==> src/rtl/kls_pkg.sv <==
package kls_pkg;

  // Kind of the token that is currently open
  typedef enum logic [1:0] {
    KIND_NONE  = 2'd0,
    KIND_WORD  = 2'd1,
    KIND_CONST = 2'd2,
    KIND_OP    = 2'd3
  } kind_t;

  // Token class codes carried in each record
  localparam logic [2:0] CLS_KEYWORD  = 3'd0;
  localparam logic [2:0] CLS_IDENT    = 3'd1;
  localparam logic [2:0] CLS_CONSTANT = 3'd2;
  localparam logic [2:0] CLS_OPERATOR = 3'd3;
  localparam logic [2:0] CLS_SYMBOL   = 3'd4;

  // Keyword table: if, for, do, while, int, float (padded with zeros)
  localparam int NUM_KW = 6;
  localparam int KW_SLOTS = 8;
  localparam int KW_LEN [NUM_KW] = '{2, 3, 2, 5, 3, 5};
  localparam logic [7:0] KW_TEXT [NUM_KW][KW_SLOTS] = '{
    '{"i", "f", 8'h00, 8'h00, 8'h00, 8'h00, 8'h00, 8'h00},
    '{"f", "o", "r",   8'h00, 8'h00, 8'h00, 8'h00, 8'h00},
    '{"d", "o", 8'h00, 8'h00, 8'h00, 8'h00, 8'h00, 8'h00},
    '{"w", "h", "i",   "l",   "e",   8'h00, 8'h00, 8'h00},
    '{"i", "n", "t",   8'h00, 8'h00, 8'h00, 8'h00, 8'h00},
    '{"f", "l", "o",   "a",   "t",   8'h00, 8'h00, 8'h00}
  };

  typedef struct packed {
    logic [7:0] char_in;
    logic       end_of_text;
  } char_word_t;

  typedef struct packed {
    logic [2:0]  token_class;
    logic [2:0]  keyword_index;
    logic [15:0] start_pos;
    logic [5:0]  token_length;
    logic [7:0]  first_char;
    logic [7:0]  second_char;
    logic        too_long;
    logic        last_of_run;
  } token_word_t;

  function automatic logic is_letter(input logic [7:0] c);
    return (c >= "A" && c <= "Z") || (c >= "a" && c <= "z");
  endfunction

  function automatic logic is_digit(input logic [7:0] c);
    return c >= "0" && c <= "9";
  endfunction

  function automatic logic is_op(input logic [7:0] c);
    return c == "+" || c == "-" || c == "*" || c == "/" || c == "%" ||
           c == ">" || c == "<" || c == "=" || c == "!";
  endfunction

endpackage

==> src/rtl/keyword_lexer_stream.sv <==
// Streaming keyword lexer, one ASCII character per input word.
// Input channel char_valid/char_ready/char_word carries the character and an
// end_of_text flag; output channel token_valid/token_ready/token_word carries
// one token record per word (class, keyword index, start position, length,
// first two characters, too_long, last_of_run).
// Each accepted character is classified and folded into the open token in
// the same cycle; the records it closes (none, one or two) are written into
// a four-entry record queue. A record is offered on token_word in the cycle
// after the character that closes it is accepted, when the queue is empty.
// Throughput: one character per cycle while the receiver takes one record
// per cycle and char_ready stays high; the queue absorbs the extra record
// of a character that closes two. char_ready is high while the queue holds
// at most two records, so a stalled receiver backs up the input once three
// or four records wait.
// Reset empties the queue, drops any open token and restarts the position
// counter at zero; the counter also restarts after a character flagged
// end_of_text, and any token still open at that point is emitted.
module keyword_lexer_stream
  import kls_pkg::*;
#(
  parameter int MAX_TOKEN_LEN = 63,
  parameter int POS_BITS = 16
) (
  input  logic        clk,
  input  logic        rst,
  input  logic        char_valid,
  output logic        char_ready,
  input  char_word_t  char_word,
  output logic        token_valid,
  input  logic        token_ready,
  output token_word_t token_word
);

  localparam int LEN_BITS = $clog2(MAX_TOKEN_LEN + 1);
  localparam logic [LEN_BITS-1:0] LEN_MAX = LEN_BITS'(MAX_TOKEN_LEN);
  localparam int FIFO_DEPTH = 4;
  localparam int PTR_BITS = $clog2(FIFO_DEPTH);
  localparam int FILL_BITS = $clog2(FIFO_DEPTH + 1);

  // Open token state
  kind_t                pending_kind, pending_kind_next;
  logic [LEN_BITS-1:0]  open_length, open_length_next;
  logic [NUM_KW-1:0]    keyword_hits, keyword_hits_next;
  logic [POS_BITS-1:0]  open_start, open_start_next;
  logic [POS_BITS-1:0]  char_position, char_position_next;
  logic [7:0]           held_first, held_first_next;
  logic [7:0]           held_second, held_second_next;
  logic                 overflow_seen, overflow_seen_next;

  // Record queue
  token_word_t          fifo_mem [FIFO_DEPTH];
  logic [PTR_BITS-1:0]  wr_ptr, rd_ptr;
  logic [FILL_BITS-1:0] fill;

  logic                 accept, pop;
  logic [7:0]           c;
  logic                 eot;
  logic                 extend;
  kind_t                open_kind;
  logic [NUM_KW-1:0]    open_hits, ext_hits;
  logic [LEN_BITS-1:0]  ext_len;
  logic                 ext_ovf;
  logic [7:0]           ext_second;
  token_word_t          rec_cur, rec_ext, rec_open;
  token_word_t          rec0, rec1;
  logic [1:0]           push_n;

  // Build one record from a token's state
  function automatic token_word_t build_record(
    input kind_t               kind,
    input logic [NUM_KW-1:0]   hits,
    input logic [LEN_BITS-1:0] len,
    input logic                ovf,
    input logic [POS_BITS-1:0] start,
    input logic [7:0]          first,
    input logic [7:0]          second
  );
    token_word_t             r;
    logic [LEN_BITS+5:0]     len_ext;
    logic [POS_BITS+15:0]    pos_ext;
    logic                    found;
    r = '0;
    found = 1'b0;
    len_ext = {6'b0, len};
    pos_ext = {16'b0, start};
    for (int k = 0; k < NUM_KW; k++) begin
      if (!found && hits[k] && len == LEN_BITS'(KW_LEN[k]) && !ovf) begin
        found = 1'b1;
        r.keyword_index = 3'(k);
      end
    end
    unique case (kind)
      KIND_WORD:  r.token_class = found ? CLS_KEYWORD : CLS_IDENT;
      KIND_CONST: r.token_class = CLS_CONSTANT;
      KIND_OP:    r.token_class = CLS_OPERATOR;
      KIND_NONE:  r.token_class = CLS_SYMBOL;
      default:    r.token_class = CLS_SYMBOL;
    endcase
    if (kind != KIND_WORD || !found) begin
      r.keyword_index = 3'd0;
    end
    r.start_pos    = pos_ext[15:0];
    r.token_length = len_ext[5:0];
    r.first_char   = first;
    r.second_char  = (len >= LEN_BITS'(2)) ? second : 8'h00;
    r.too_long     = (kind == KIND_WORD || kind == KIND_CONST) ? ovf : 1'b0;
    r.last_of_run  = 1'b0;
    return r;
  endfunction

  assign accept      = char_valid && char_ready;
  assign pop         = token_valid && token_ready;
  assign char_ready  = fill <= FILL_BITS'(FIFO_DEPTH - 2);
  assign token_valid = fill != '0;
  assign token_word  = fifo_mem[rd_ptr];

  assign c   = char_word.char_in;
  assign eot = char_word.end_of_text;

  // Classify the character against the open token
  assign extend = (pending_kind == KIND_WORD  && (is_letter(c) || is_digit(c))) ||
                  (pending_kind == KIND_CONST && is_digit(c)) ||
                  (pending_kind == KIND_OP    && is_op(c));

  always_comb begin
    if (is_letter(c)) begin
      open_kind = KIND_WORD;
    end else if (is_digit(c)) begin
      open_kind = KIND_CONST;
    end else if (is_op(c)) begin
      open_kind = KIND_OP;
    end else begin
      open_kind = KIND_NONE;
    end
  end

  // Per-keyword still-matching flags
  always_comb begin
    for (int k = 0; k < NUM_KW; k++) begin
      open_hits[k] = KW_TEXT[k][0] == c;
      ext_hits[k]  = keyword_hits[k] &&
                     open_length < LEN_BITS'(KW_LEN[k]) &&
                     KW_TEXT[k][open_length[2:0]] == c;
    end
  end

  // Extended token: saturate length, latch second character
  assign ext_len    = (open_length >= LEN_MAX) ? open_length : open_length + 1'b1;
  assign ext_ovf    = overflow_seen || (open_length >= LEN_MAX);
  assign ext_second = (open_length == LEN_BITS'(1)) ? c : held_second;

  assign rec_cur  = build_record(pending_kind, keyword_hits, open_length, overflow_seen,
                                 open_start, held_first, held_second);
  assign rec_ext  = build_record(pending_kind, ext_hits, ext_len, ext_ovf,
                                 open_start, held_first, ext_second);
  assign rec_open = build_record(open_kind, open_hits, LEN_BITS'(1), 1'b0,
                                 char_position, c, 8'h00);

  // Next token state and the records closed by this character
  always_comb begin
    pending_kind_next  = pending_kind;
    open_length_next   = open_length;
    keyword_hits_next  = keyword_hits;
    open_start_next    = open_start;
    held_first_next    = held_first;
    held_second_next   = held_second;
    overflow_seen_next = overflow_seen;
    rec0   = '0;
    rec1   = '0;
    push_n = 2'd0;
    char_position_next = eot ? '0 : char_position + 1'b1;

    if (extend) begin
      open_length_next   = ext_len;
      keyword_hits_next  = ext_hits;
      held_second_next   = ext_second;
      overflow_seen_next = ext_ovf;
      if (pending_kind == KIND_OP || eot) begin
        rec0 = rec_ext;
        push_n = 2'd1;
        pending_kind_next = KIND_NONE;
      end
    end else begin
      pending_kind_next  = eot ? KIND_NONE : open_kind;
      open_length_next   = LEN_BITS'(1);
      keyword_hits_next  = open_hits;
      open_start_next    = char_position;
      held_first_next    = c;
      held_second_next   = 8'h00;
      overflow_seen_next = 1'b0;
      if (pending_kind != KIND_NONE) begin
        rec0 = rec_cur;
        if (open_kind == KIND_NONE || eot) begin
          rec1 = rec_open;
          push_n = 2'd2;
        end else begin
          push_n = 2'd1;
        end
      end else if (open_kind == KIND_NONE || eot) begin
        rec0 = rec_open;
        push_n = 2'd1;
      end
    end

    // Mark the last record of this character
    if (push_n == 2'd2) begin
      rec1.last_of_run = 1'b1;
    end else begin
      rec0.last_of_run = 1'b1;
    end
  end

  // Advance token state on each accepted character
  always_ff @(posedge clk) begin
    if (rst) begin
      pending_kind  <= KIND_NONE;
      open_length   <= '0;
      keyword_hits  <= '0;
      open_start    <= '0;
      char_position <= '0;
      held_first    <= '0;
      held_second   <= '0;
      overflow_seen <= 1'b0;
    end else if (accept) begin
      pending_kind  <= pending_kind_next;
      open_length   <= open_length_next;
      keyword_hits  <= keyword_hits_next;
      open_start    <= open_start_next;
      char_position <= char_position_next;
      held_first    <= held_first_next;
      held_second   <= held_second_next;
      overflow_seen <= overflow_seen_next;
    end
  end

  // Write closed records into the queue
  always_ff @(posedge clk) begin
    if (accept && push_n != 2'd0) begin
      fifo_mem[wr_ptr] <= rec0;
      if (push_n == 2'd2) begin
        fifo_mem[wr_ptr + 1'b1] <= rec1;
      end
    end
  end

  // Queue pointers and fill count
  always_ff @(posedge clk) begin
    if (rst) begin
      wr_ptr <= '0;
      rd_ptr <= '0;
      fill   <= '0;
    end else begin
      if (accept) begin
        wr_ptr <= wr_ptr + PTR_BITS'(push_n);
      end
      if (pop) begin
        rd_ptr <= rd_ptr + 1'b1;
      end
      fill <= fill + (accept ? FILL_BITS'(push_n) : '0) - FILL_BITS'(pop);
    end
  end

  // Queue never overfills
  assert property (@(posedge clk) disable iff (rst)
    fill <= FILL_BITS'(FIFO_DEPTH))
    else $error("record queue overfilled");

  // Fill count tracks pushes when nothing is popped
  assert property (@(posedge clk) disable iff (rst)
    accept && !pop |=> fill == $past(fill) + FILL_BITS'($past(push_n)))
    else $error("fill count does not follow pushes");

  // End of text closes everything and restarts position
  assert property (@(posedge clk) disable iff (rst)
    accept && eot |=> pending_kind == KIND_NONE && char_position == '0)
    else $error("end of text left a token open");

  // An open token always has a length
  assert property (@(posedge clk) disable iff (rst)
    pending_kind != KIND_NONE |-> open_length != '0)
    else $error("open token with zero length");

  // Overflow only at saturated length
  assert property (@(posedge clk) disable iff (rst)
    pending_kind != KIND_NONE && overflow_seen |-> open_length == LEN_MAX)
    else $error("overflow without saturated length");

endmodule

==> config.mk <==
export PLATFORM = sky130hd
export DESIGN_NAME = keyword_lexer_stream
export DESIGN_NICKNAME = d
export VERILOG_FILES = /design/src/rtl/kls_pkg.sv /design/src/rtl/keyword_lexer_stream.sv
export SDC_FILE = /design/constraint.sdc
export NUM_CORES = 1
export LEC_CHECK = 0
export ABC_AREA = 1
export BUFFER_PORTS_ARGS = -buffer_cell sky130_fd_sc_hd__buf_2
export CAP_MARGIN = 20
export CORE_MARGIN = 3
export CORE_UTILIZATION = 39
export DETAILED_ROUTE_END_ITERATION = 8
export SETUP_SLACK_MARGIN = 0.5
export SLEW_MARGIN = 20
export SYNTH_ARGS = -nofsm -noshare
export SYNTH_HDL_FRONTEND = slang
export SYNTH_SLANG_ARGS = --single-unit
==> constraint.sdc <==
create_clock -name clk -period 5.2 [get_ports clk]
set_clock_uncertainty 0.1 [all_clocks]
set_input_delay 0.52 -clock clk [delete_from_list [all_inputs] [get_ports clk]]
set_output_delay 0.52 -clock clk [all_outputs]
set_load 0.01 [all_outputs]
* Word-level counts from Yosys, hierarchy flattened
Memories as Yosys holds them, arrays and structs flattened. A register that Yosys moved wholly into a read port is not among the register bits.
Cells that the tools add are included.
Widths: inputs -> output; s select.
** Storage, ports and cells
- Bits in registers :: 70
- Bits in latches :: 0
- RAM bits :: 184
- ROM bits :: 384
- Bits of input ports :: 13
- Output and inout port bits :: 48
- Logic and storage cells :: 249
- Memories kept :: 7
** Cells by class
- Add/subtract/negate cells :: 7
- Multiply operators :: 0
- Div/mod/pow operators :: 0
- Magnitude comparators :: 14
- Eq/ne operators :: 35
- Shifts and indexed selects :: 0
- Muxes and demuxes :: 79
- Bitwise operators :: 2
- Reductions and logical operators :: 94
** Memories
- fifo_mem :: words 4, width 46, read ports 1, clocked after memory_dff 1, wr ports 2, line keyword_lexer_stream.sv:51 : token_word_t fifo_mem [FIFO_DEPTH];
- (name not given) :: words 8, width 8, read ports 1, clocked after memory_dff 0, wr ports 0, line keyword_lexer_stream.sv:143 : KW_TEXT[k][open_length[2:0]] == c;
- (name not given) :: words 8, width 8, read ports 1, clocked after memory_dff 0, wr ports 0, line keyword_lexer_stream.sv:143
- (name not given) :: words 8, width 8, read ports 1, clocked after memory_dff 0, wr ports 0, line keyword_lexer_stream.sv:143
- (name not given) :: words 8, width 8, read ports 1, clocked after memory_dff 0, wr ports 0, line keyword_lexer_stream.sv:143
- (name not given) :: words 8, width 8, read ports 1, clocked after memory_dff 0, wr ports 0, line keyword_lexer_stream.sv:143
- +1 memories
** Operators by type and width (count)
- $mux 46 :: 6
- $mux 8 :: 16
- $eq 8x6->1 const B :: 9
- $logic_and 1x1->1 :: 55
- $eq 8x8->1 :: 6
- $pmux 3 s4 :: 3
- $eq 7x8->1 const A :: 4
- $mux 3 :: 10
- $mux 1 :: 28
- $eq 6x2->1 const B :: 4
- $mux 2 :: 12
- $logic_or 1x1->1 :: 18
- $mux 6 :: 3
- $add 16x1->16 const B :: 1
- $ge 8x7->1 const B :: 2
- $le 8x7->1 const B :: 2
- $mux 16 :: 1
- $logic_not 1->1 :: 14
- $eq 6x3->1 const B :: 2
- $ge 6x2->1 const B :: 2
- $lt 6x2->1 const B :: 2
- $eq 2x2->1 const B :: 5
- $ge 8x6->1 const B :: 1
- $le 8x6->1 const B :: 1
- other kinds (18) :: 24

* Logic depth before layout (Yosys ltp)
Gate-level depths: netlist (run 1).
- Word-level depth :: 40
- Gate-level depth with buffers :: 22
- Gate-level depth less buffers :: 21

* Worst setup path before layout (run 1)
Ideal clock, no wire load.
- Path kind :: input-to-reg
- Start point :: input port char_word[1] in the netlist's numbering
- End point :: memory fifo_mem[2][0] in the netlist's numbering, enable pin
- Library setup time :: 0.386 ns
- Data arrival time :: 3.096 ns
- Required time :: 4.714 ns
- Setup slack :: 1.618 ns
- Stages :: 20
- Path buffers :: 3
- Path through :: buf_4 > inv_2 > nor2_1 > o21ai_2 > nand3_1 > nand2_1 > nand2_2 > nor2_1 > nand2_1 > nand2_4 > ha_1 > inv_1 > nand2_1 > nand2_1 > nand2_1 > inv_4 > nand3_2 > buf_6 > buf_6 > nand2_1
** RTL lines
- start: declaration :: line keyword_lexer_stream.sv:28 : input char_word_t char_word,
- end: declaration :: line keyword_lexer_stream.sv:51

==> results.toml, run 1 <==
[power_and_ir_drop]
power_switching_uw = 2150
clock_power_share_pct = 34.3
ir_worst_vdd_uv = 246
power.share.combinational_pct = 27.4
pwr_density_cell_nw_per_um2 = 407
switching_share_pct = 34.3
power_leakage_uw = 0.00643
int_pwr_uw = 4120
power.sequential.fraction_pct = 38.3

[die]
core_area_um2 = 34800
floorplan.initialDensity_pct = 39.8
placementRows = 68
boundaryPins = 61
fp.dieArea_um2 = 37800
die_x_um = 194
die_height_um = 194

[synthesis]
synth.area.top_cells = "sky130_fd_sc_hd__edfxtp_1 25%, sky130_fd_sc_hd__dfxtp_1 20%, sky130_fd_sc_hd__nand2_1 14%"
top_cells_by_count_synth = "504 x sky130_fd_sc_hd__nand2_1, 208 x sky130_fd_sc_hd__o21ai_0, 204 x sky130_fd_sc_hd__nor2_1"
postSynthCellCount = 1874
synth-seq-area-share_pct = 45.4
synthesis.yosys.warnings = 0
dominant_register_cell_in_the_synthesized_netlist = "sky130_fd_sc_hd__dfxtp_1"
most_used_standard_cell_by_instance_count_after_synthesis = "sky130_fd_sc_hd__nand2_1"
per_instance_average_area_after_synthesis_um2 = 7.39
synth_top_cell_by_area = "sky130_fd_sc_hd__edfxtp_1"
yosysUniqueCellTypes = 48
syn-cell-area_um2 = 13800
share_of_flip_flops_with_an_asynchronous_set_or_reset_pct = 0
net_count_of_the_mapped_netlist = 1906
synth_enable_flop_cells = 116
synth_top_area_share_pct = 25.2
synth.ff_latch_count = 256

[drt]
drt_wl_total_um = 45800
via_per_inst = 5.57
vias = 13100
first_iter_violations = 1296
drt_pass1_iterations = 6
wl_per_cell_um = 19.4
remaining_drc_errors = 0
antenna_left = 0

[grt]
total_global_route_track_usage_pct = 23.5
grt_pass1_vias = 12600
overflow_after_grt = 0
grt_first_pass_wirelength_um = 71800
grt_start_max_net_pins = 93
antenna_found_initial = 0

[sta]
report.final.setup_viol = 0
worst_hold_slack_ns = 0.226
relSlewSlack_pct = 33.5
finalWorstPathRequiredPeriod_ns = 3.82
timing_hold_violations_final = 0
maxClockFrequency_ghz = 0.262
timing_worst_slew_pin_value_ns = 0.998
timing_max_transition_violations_final = 0
final_min_period_over_clock_period_pct = 73.5
rsz0062_at_grt = "false"
setup_tns_ns = 0

[final_layout]
layout.nets = 1909
flow.area_growth_from_synthesis_pct = 11.2
fillerInstances = 3515
drive_above_1_share_pct = 10.1
utilization_pct = 44.3
n_antenna_cell = 0

[critical_path]
worstPathRequired_ns = 5.37
worst_reg2reg_endpoint = "fifo_mem[3][45]"
crit_path_start_kind = "register"
criticalPathCategory = "reg2reg"
critical_path.reg2reg.startpoint = "pending_kind[0]"
crit_path_end_kind = "register"
length_in_cells_of_the_worst_reg_to_reg_path = 13
critical_path_arrival_ns = 3.99
crit_path_max_fanout = 23
regToRegSetupSlack_ns = 1.38

[clock_tree]
clkLatencyLatePin_ns = 0.56
root_buffer = "sky130_fd_sc_hd__clkbuf_16"
cts_tree = "built"
cts.sinks = 256
clk_transition_reported_paths_ns = 0.06
cts.repair.resized = 0
cts.repair_timing.setup_buffer_count = 0
cts-hold-fix-buffers = 0
cts.htree.levels = 1
max-clock-path-buffers = 3
cts_inserted_buffers = 29

[hold_path]
hold-path-endpoint = "pending_kind[0]"
min_path_type = "in2reg"
hold_path_startpoint = "rst"
min_delay_path_depth = 2

[place]
finalWeightedCongestion = 0.949
dp_hpwl_um = 29600
port-buffer-count = 60

[run]
drv.max_cap_violation_count = 0

[outcome]
status = "finished clean"
worst max path at each step:
stage | depth (start not counted) | startpoint | to | slack, ns
finish | 13 | pending_kind[0] | fifo_mem[3][45] | 1.38
global route | 13 | pending_kind[0] | fifo_mem[3][45] | 1.17
CTS | 13 | pending_kind[0] | fifo_mem[3][45] | 1.46
floorplan | 20 | char_word[1] | fifo_mem[2][0] | 1.62
global placement | 20 | char_word[4] | fifo_mem[0][35] | 1.24
detailed placement | 20 | char_word[4] | fifo_mem[0][35] | 1.15
sequential cells by signal (all words and copies together) (netlist names), named ones only:
signal         count
keyword_hits       6
fill               3
char_position     16
pending_kind       2
held_first         8
open_length        6
open_start        16
wr_ptr             2
held_second        8
fifo_mem         184
overflow_seen      1
rd_ptr             2
per-stage QoR:
stage / worst slack [ns] / std cells / total power [uW] / instance area [um^2]
2_1_floorplan: 1.62 / 1874 / 3530 / 13800
3_3_place_gp: 1.24 / 2301 / 4140 / 14400
3_5_place_dp: 1.15 / 2301 / 4150 / 14400
4_1_cts: 1.46 / 2354 / 6300 / 15400
5_1_grt: 1.17 / 2354 / 6590 / 15400
6_report: 1.38 / 2354 / 6270 / 15400
cells by family (layout without fill, tap and decap cells):
logic type                 after synthesis  after routing  synth area share (%)
AOI/OAI and AO/OA                      447            447                  17.8
xor gates and xnor gates                 4              4                 0.253
adders and majority gates               19             19                  1.77
buffers and inverters                  245            270                  7.54
DFF                                    256            256                  45.4
and+or+nand+nor                        903            903                  27.3
cells in the final DEF, fill, tap and decap left out, types with 4 or more instances in the layout:
cell type / synthesis / routed
sky130_fd_sc_hd__clkinv_2: 0 / 4
sky130_fd_sc_hd__o22ai_1: 63 / 63
sky130_fd_sc_hd__a31oi_1: 4 / 4
sky130_fd_sc_hd__nand4_1: 7 / 7
sky130_fd_sc_hd__nand2_2: 7 / 7
sky130_fd_sc_hd__a21oi_1: 95 / 95
sky130_fd_sc_hd__clkbuf_1: 49 / 7
sky130_fd_sc_hd__bufinv_16: 0 / 5
sky130_fd_sc_hd__buf_2: 50 / 60
sky130_fd_sc_hd__a21oi_2: 17 / 17
sky130_fd_sc_hd__inv_2: 14 / 14
sky130_fd_sc_hd__nor2_1: 204 / 203
sky130_fd_sc_hd__nand3_1: 139 / 139
sky130_fd_sc_hd__ha_1: 18 / 18
sky130_fd_sc_hd__dfxtp_1: 140 / 139
sky130_fd_sc_hd__inv_1: 114 / 113
sky130_fd_sc_hd__edfxtp_1: 116 / 116
sky130_fd_sc_hd__buf_4: 9 / 23
sky130_fd_sc_hd__nand2_1: 504 / 504
sky130_fd_sc_hd__clkbuf_16: 0 / 29
sky130_fd_sc_hd__o211ai_1: 22 / 22
sky130_fd_sc_hd__clkinv_1: 1 / 4
sky130_fd_sc_hd__o21ai_0: 208 / 208
sky130_fd_sc_hd__nor3_1: 15 / 15
sky130_fd_sc_hd__o21ai_1: 32 / 32
power by group through the flow:
stage / clock (uW) / combinational (uW) / sequential [uW]
6_report: 2150 / 1720 / 2400
4_1_cts: 2180 / 1710 / 2400
3_3_place_gp: 0 / 1700 / 2440
2_1_floorplan: 0 / 1120 / 2410
3_5_place_dp: 0 / 1710 / 2440
5_1_grt: 2260 / 1910 / 2420
per-layer routing:
metal / up-vias / GRT usage [%] / wire length [um]
li1: 6296 / - / -
met1: 6145 / 34.6 / 20800
met2: 602 / 35.9 / 19900
met3: 73 / 3.57 / 4110
met4: 0 / 6.99 / 983
met5: - / 0 / 0
cell type report:
class                      count  area (um^2)  share of cell area (%)
tap                          455          569                    3.70
timing repair buffer          86          533                    3.46
multi-input combinational   1373         6520                    42.3
clock inverter                14          201                    1.31
sequential                   256         6290                    40.8
clock buffer                  39          793                    5.15
inverter                     131          498                    3.23
critical path, stage by stage, from the launching register on:
cell	delay [ns]
sky130_fd_sc_hd__dfxtp_1	0.42
sky130_fd_sc_hd__inv_1	0.11
sky130_fd_sc_hd__ha_1	0.35
sky130_fd_sc_hd__inv_1	0.67
sky130_fd_sc_hd__ha_1	0.37
sky130_fd_sc_hd__inv_1	0.05
sky130_fd_sc_hd__nand2_1	0.08
sky130_fd_sc_hd__nand3_2	0.14
sky130_fd_sc_hd__nand2_8	0.11
sky130_fd_sc_hd__nand2_2	0.38
sky130_fd_sc_hd__inv_2	0.33
sky130_fd_sc_hd__buf_12	0.26
sky130_fd_sc_hd__nand2_1	0.07
sky130_fd_sc_hd__o21ai_0	0.08
Power figures use the tool's default switching activity.
==> inputs of run 2 (changes only) <==
clock period = 3.89 ns   (was 5.2 ns; I/O delays follow)
==> run 2 against run 1 <==
  * Maximum frequency rose by 22%
  * Non-clock buffer count rose by 21
  * Flip-flop and latch count did not move
  * Hold slack got worse by 0.16 ns
  * Design area rose by 1.0%
  * Clock power rose by 23%
  * Sequential power rose by 33%
  * Clock-buffer cell count did not move
  * Sequential share of layout area fell by 0.41 points
  * Power rose by 31%
  * Worst setup slack got worse by 0.62 ns
  * Critical path type unchanged
  * Highest routed layer unchanged
==> results.toml, run 2 (synthesis gave the netlist of run 1 again) <==
[outcome]
status = "finished clean"

[die]
floorplan.initialDensity_pct = 39.8
placementRows = 68
fp.dieArea_um2 = 37800
die_x_um = 194
core_area_um2 = 34800
die_height_um = 194
boundaryPins = 61

[final_layout]
max_flop_register = "fifo_mem"
layout.nets = 1930
flip_flop_count_of_the_largest_register_after_layout = 184
postLayoutCellArea_um2 = 15600
layout_commonest_cell = "sky130_fd_sc_hd__nand2_1"
drive_above_1_share_pct = 11.0
n_antenna_cell = 0
area_used_by_sequential_logic_in_the_layout_um2 = 6290
flow.area_growth_from_synthesis_pct = 12.4
layout_common_cells = "502 x sky130_fd_sc_hd__nand2_1, 208 x sky130_fd_sc_hd__o21ai_0, 203 x sky130_fd_sc_hd__nor2_1"
reg_top3 = "fifo_mem (184), char_position (16), open_start (16)"
fillerInstances = 3515
multiInputGateArea_um2 = 6530

[drt]
vias = 13100
via_per_inst = 5.50
first_iter_violations = 1134
wl_per_cell_um = 19.3
antenna_left = 0
drt_pass1_iterations = 6
remaining_drc_errors = 0
drt_wl_total_um = 45800

[sta]
maxClockFrequency_ghz = 0.319
timing_worst_slew_pin_value_ns = 0.978
timing_max_transition_violations_final = 0
relSlewSlack_pct = 34.8
finalWorstPathRequiredPeriod_ns = 3.14
final_min_period_over_clock_period_pct = 80.6
report.final.setup_viol = 0
timing_hold_violations_final = 0
rsz0062_at_grt = "false"
setup_tns_ns = 0

[critical_path]
timing.critical_path.mode_cell = "sky130_fd_sc_hd__nand2_1"
critical_path.reg2reg.startpoint = "open_length[0]"
length_in_cells_of_the_worst_reg_to_reg_path = 18
slowest_delay_ns = 0.46
worst_path_max_delay_cell = "sky130_fd_sc_hd__dfxtp_1"
regToRegSetupSlack_ns = 0.75
crit_path_start_kind = "register"
crit_path_max_fanout = 7
crit_path_end_kind = "register"
critical_path_arrival_ns = 3.34
worstPathRequired_ns = 4.09
path_cells = "inv_1 -> ha_1 -> inv_1 -> nand2_1 -> nand2_1 -> nand2_1 -> inv_1 -> nand2_1 -> nor2_1 -> nand2_1 -> nor2_1 -> nand3_1 -> nand4_1 -> nand2_1 -> nand2_1 -> nand2_1 -> nand3_1 -> nand2_1"
worst_reg2reg_endpoint = "fifo_mem[1][43]"
criticalPathCategory = "reg2reg"

[power_and_ir_drop]
ir_worst_vdd_uv = 335
pwr_density_cell_nw_per_um2 = 526
power_leakage_uw = 0.00651

[grt]
total_global_route_track_usage_pct = 23.7
grt_pass1_vias = 12300
overflow_after_grt = 0
antenna_found_initial = 0
grt_first_pass_wirelength_um = 72100
grt_start_max_net_pins = 93

[place]
finalWeightedCongestion = 0.951
placement.cell_area_um2 = 14700
port-buffer-count = 60
dp_hpwl_um = 30400

[clock_tree]
clkLatencyLatePin_ns = 0.55
cts.sinks = 256
cts.htree.levels = 1
cts.repair_timing.setup_buffer_count = 0
clk_transition_reported_paths_ns = 0.06
max-clock-path-buffers = 3
cts_tree = "built"
root_buffer = "sky130_fd_sc_hd__clkbuf_16"
cts_inserted_buffers = 29

[hold_path]
hold_path_startpoint = "rst"
min_delay_path_depth = 2
min_path_type = "in2reg"
hold-path-endpoint = "fill[1]"

[run]
drv.max_cap_violation_count = 0
## run 2: how the worst max path moves through the flow
stage / from / to / slack (ns) / cells past startpoint
global placement: char_word[7] / fill[2] / 0.32 / 21
detailed placement: char_word[4] / fill[2] / 0.28 / 22
floorplan: char_word[1] / fifo_mem[1][0] / 0.52 / 19
finish: open_length[0] / fifo_mem[1][43] / 0.75 / 18
CTS: open_length[0] / fifo_mem[1][43] / 0.82 / 18
global route: open_length[0] / fifo_mem[1][43] / 0.50 / 18
## run 2: power by group
group	internal, uW	switching (uW)
registers	3080	128
logic	710	1630
clock network	1540	1100
## run 2: repair_timing
item                                    4_1_cts  5_1_grt
endpoints found under the hold margin         0        0
hold buffers                                  0        0
endpoints found under the setup margin        0        3
gates resized for setup                       0        1
## run 2: cell type report
class | instances | area share [%]
Clock buffer | 39 | 5.04
Clock inverter | 14 | 0.764
Inverter | 131 | 3.19
Multi-Input combinational cell | 1373 | 41.9
Sequential cell | 256 | 40.4
Tap cell | 455 | 3.66
Timing Repair Buffer | 107 | 5.00
## run 2: metrics by stage
step	hold slack [ns]	total power, uW	std cells	setup slack (ns)	util, %
after floorplan	0.336	4720	1874	0.523	-
after global placement	0.350	5580	2322	0.324	42.1
after detailed placement	0.352	5580	2322	0.275	42.1
after CTS	0.0461	8230	2375	0.819	44.7
after global routing	0.0580	8630	2375	0.500	44.7
final	0.0641	8190	2375	0.755	44.7
## run 2: routing by layer
metal / global-route usage [%] / wire length [um] / vias up
met5: 0 / 0 / -
met3: 4.23 / 4500 / 69
met1: 35.1 / 20600 / 6052
li1: - / - / 6350
met4: 5.48 / 900 / 0
met2: 36.0 / 19800 / 596
## run 2: worst max-delay path: cells and delay by family, from the launching register on
kind,cells,cell delay [ns]
flops,1,0.46
simple gates,14,1.59
fa+ha+maj,1,0.33
buf+inv,3,0.40
==> inputs of run 3 (changes only) <==
ABC_AREA = 0   (was 1)
clock period = 2.9 ns   (was 3.89 ns; I/O delays follow)
==> run 3 against run 2 <==
  * The flow now finishes with violations (negative setup slack)
  * Area after synthesis fell by 7.4%
  * Final cell count fell by 17%
  * Critical path depth down 4
  * First-iteration DRC count rose by 31%
  * Maximum frequency rose by 1.0%
  * Highest routed layer unchanged
==> results.toml, run 3 <==
[clock_tree]
root_buffer = "sky130_fd_sc_hd__clkbuf_16"
cts_tree = "built"
cts.htree.levels = 1
cts_inserted_buffers = 26
max-clock-path-buffers = 3
cts.sinks = 256
cts-hold-fix-buffers = 0
clkLatencyLatePin_ns = 0.54
clk_transition_reported_paths_ns = 0.07

[sta]
finalWorstPathRequiredPeriod_ns = 3.10
rsz0062_at_grt = "true"
timing_worst_slew_pin_value_ns = 0.838
setup_tns_ns = -7.63
report.final.setup_viol = 197
worst_hold_slack_ns = 0.118
final_min_period_over_clock_period_pct = 107
relSlewSlack_pct = 44.1
final.setup.worst_slack_ns = -0.204
timing_hold_violations_final = 0
maxClockFrequency_ghz = 0.322
timing_max_transition_violations_final = 0

[grt]
overflow_after_grt = 0
grt_first_pass_wirelength_um = 69900
total_global_route_track_usage_pct = 25.2
antenna_found_initial = 0
grt_start_max_net_pins = 56
grt_pass1_vias = 11700

[critical_path]
crit_path_max_fanout = 7
crit_path_end_kind = "register"
critPathBufInv = 6
length_in_cells_of_the_worst_reg_to_reg_path = 14
critical_path.top_delay_family = "compound AO/OA/AOI/OAI gates"
slowest_delay_ns = 0.40
regToRegSetupSlack_ns = -0.20
critical_path.reg2reg.startpoint = "pending_kind[0]"
worst_reg2reg_endpoint = "fifo_mem[1][11]"
worstPathRequired_ns = 3.15
critical_path_arrival_ns = 3.36
crit_path_start_kind = "register"
worst_path_max_delay_cell = "sky130_fd_sc_hd__dfxtp_4"
criticalPathCategory = "reg2reg"
path_cells = "inv_4 -> ha_4 -> o21ai_4 -> o32ai_2 -> a221oi_2 -> o21ai_2 -> buf_6 -> nor3_4 -> buf_6 -> buf_12 -> buf_12 -> nand3_4 -> bufbuf_16 -> o22ai_1"

[drt]
remaining_drc_errors = 0
antenna_left = 0
vias = 12600
first_iter_violations = 1481
via_per_inst = 6.38
wl_per_cell_um = 26.7
drt_wl_total_um = 52600
drt_pass1_iterations = 6

[die]
floorplan.initialDensity_pct = 40.1
boundaryPins = 61
core_area_um2 = 32000
die_height_um = 187
fp.dieArea_um2 = 35100
die_x_um = 187
placementRows = 65

[synthesis]
share_of_flip_flops_with_an_asynchronous_set_or_reset_pct = 0
most_used_standard_cell_by_instance_count_after_synthesis = "sky130_fd_sc_hd__dfxtp_1"
synth_top_area_share_pct = 27.2
top_cells_by_count_synth = "140 x sky130_fd_sc_hd__dfxtp_1, 120 x sky130_fd_sc_hd__nand2_1, 116 x sky130_fd_sc_hd__edfxtp_1"
dominant_register_cell_in_the_synthesized_netlist = "sky130_fd_sc_hd__dfxtp_1"
synth-seq-area-share_pct = 49.0
postSynthCellCount = 1264
synth_enable_flop_cells = 116
synth.ff_latch_count = 256
synthesis.yosys.warnings = 0
synth_top_cell_by_area = "sky130_fd_sc_hd__edfxtp_1"
net_count_of_the_mapped_netlist = 1296
synth.area.top_cells = "sky130_fd_sc_hd__edfxtp_1 27%, sky130_fd_sc_hd__dfxtp_1 22%, sky130_fd_sc_hd__mux4_2 8.1%"
per_instance_average_area_after_synthesis_um2 = 10.1
yosysUniqueCellTypes = 77
syn-cell-area_um2 = 12800

[outcome]
status = "finished, violations left"
violations = "negative setup slack"

[final_layout]
postLayoutCellArea_um2 = 19900
final-instance-count-excl-fill = 1974
drive_above_1_share_pct = 49.6
multiInputGateArea_um2 = 8100
reg_top3 = "fifo_mem (184), char_position (16), open_start (16)"
layout.nets = 1552
layout_common_cells = "134 x sky130_fd_sc_hd__dfxtp_1, 134 x sky130_fd_sc_hd__buf_4, 116 x sky130_fd_sc_hd__edfxtp_1"
flow.area_growth_from_synthesis_pct = 54.9
fillerInstances = 2257
n_antenna_cell = 0
area_used_by_sequential_logic_in_the_layout_um2 = 6300
max_flop_register = "fifo_mem"
flip_flop_count_of_the_largest_register_after_layout = 184

[place]
dp_hpwl_um = 25200
port-buffer-count = 60
finalWeightedCongestion = 0.921
pre_cts_slack_ns = -0.515
placement.cell_area_um2 = 14800
place.detailed.instances = 1790

[power_and_ir_drop]
ir_worst_vdd_uv = 445
power_leakage_uw = 0.00692
pwr_density_cell_nw_per_um2 = 579

[hold_path]
min_path_type = "in2reg"
hold-path-endpoint = "held_first[7]"
hold_path_startpoint = "char_word[8]"
min_delay_path_depth = 4

[run]
drv.max_cap_violation_count = 0
-- run 3: logic make-up after synthesis --
family / share of synthesized area [%]
multiplexers: 8.25
AO/OA/AOI/OAI: 17.8
AND/OR/NAND/NOR: 16.5
flip-flops: 49.0
buffers and inverters: 4.53
adder cells (fa/ha/maj): 1.91
XOR/XNOR: 1.98
-- run 3: what timing repair did --
action,CTS,global route
endpoints found under the setup margin,372,381
resized for setup,228,221
setup buffers,66,23
cloned,32,16
pin swaps,56,70
-- run 3: cell type report --
type / instances / share of cell area, %
clock inverters: 11 / 0.309
clock buffers: 36 / 3.93
well taps: 435 / 2.74
flip-flops and latches: 256 / 31.8
multi-input cells: 883 / 40.8
repair buffers: 338 / 20.2
inverters: 15 / 0.309
-- run 3: report_power, final --
group / switching (uW) / internal (uW) / total (uW)
sequential: 172 / 4020 / 4190
combinational: 2060 / 1860 / 3920
clock: 1510 / 1880 / 3390
total: 3750 / 7750 / 11500
-- run 3: worst max path at each step --
stage / start / end / slack, ns / cells after the start
6_report: pending_kind[0] / fifo_mem[1][11] / -0.20 / 14
5_1_grt: pending_kind[0] / fifo_mem[1][11] / -0.27 / 14
4_1_cts: open_length[0] / fifo_mem[0][43] / -0.01 / 11
3_5_place_dp: char_word[2] / fill[2] / -0.52 / 16
3_3_place_gp: char_word[2] / fill[2] / -0.49 / 16
2_1_floorplan: pending_kind[1] / fill[2] / -0.46 / 16
-- run 3: worst register-to-register path: stages, from the launching register on --
cell and delay [ns]:
sky130_fd_sc_hd__dfxtp_4 0.40, sky130_fd_sc_hd__inv_4 0.05, sky130_fd_sc_hd__ha_4 0.16, sky130_fd_sc_hd__o21ai_4 0.17, sky130_fd_sc_hd__o32ai_2 0.10, sky130_fd_sc_hd__a221oi_2 0.34
sky130_fd_sc_hd__o21ai_2 0.13, sky130_fd_sc_hd__buf_6 0.15, sky130_fd_sc_hd__nor3_4 0.18, sky130_fd_sc_hd__buf_6 0.14, sky130_fd_sc_hd__buf_12 0.11, sky130_fd_sc_hd__buf_12 0.10
sky130_fd_sc_hd__nand3_4 0.19, sky130_fd_sc_hd__bufbuf_16 0.36, sky130_fd_sc_hd__o22ai_1 0.25
-- run 3: metal layers --
layer | GRT usage [%] | up-vias | part of all wire, %
met5 | 0 | - | 0
met4 | 8.93 | 0 | 5.6
met3 | 4.54 | 211 | 10
met2 | 41.3 | 834 | 46
met1 | 33.6 | 6180 | 38
li1 | - | 5360 | -
-- run 3: metrics by stage --
stage          power (uW)  util (%)
4_1_cts             10800      57.2
6_report            11500      62.1
2_1_floorplan        5870         -
3_3_place_gp         6740      46.4
5_1_grt             11800      62.1
3_5_place_dp         6760      46.4
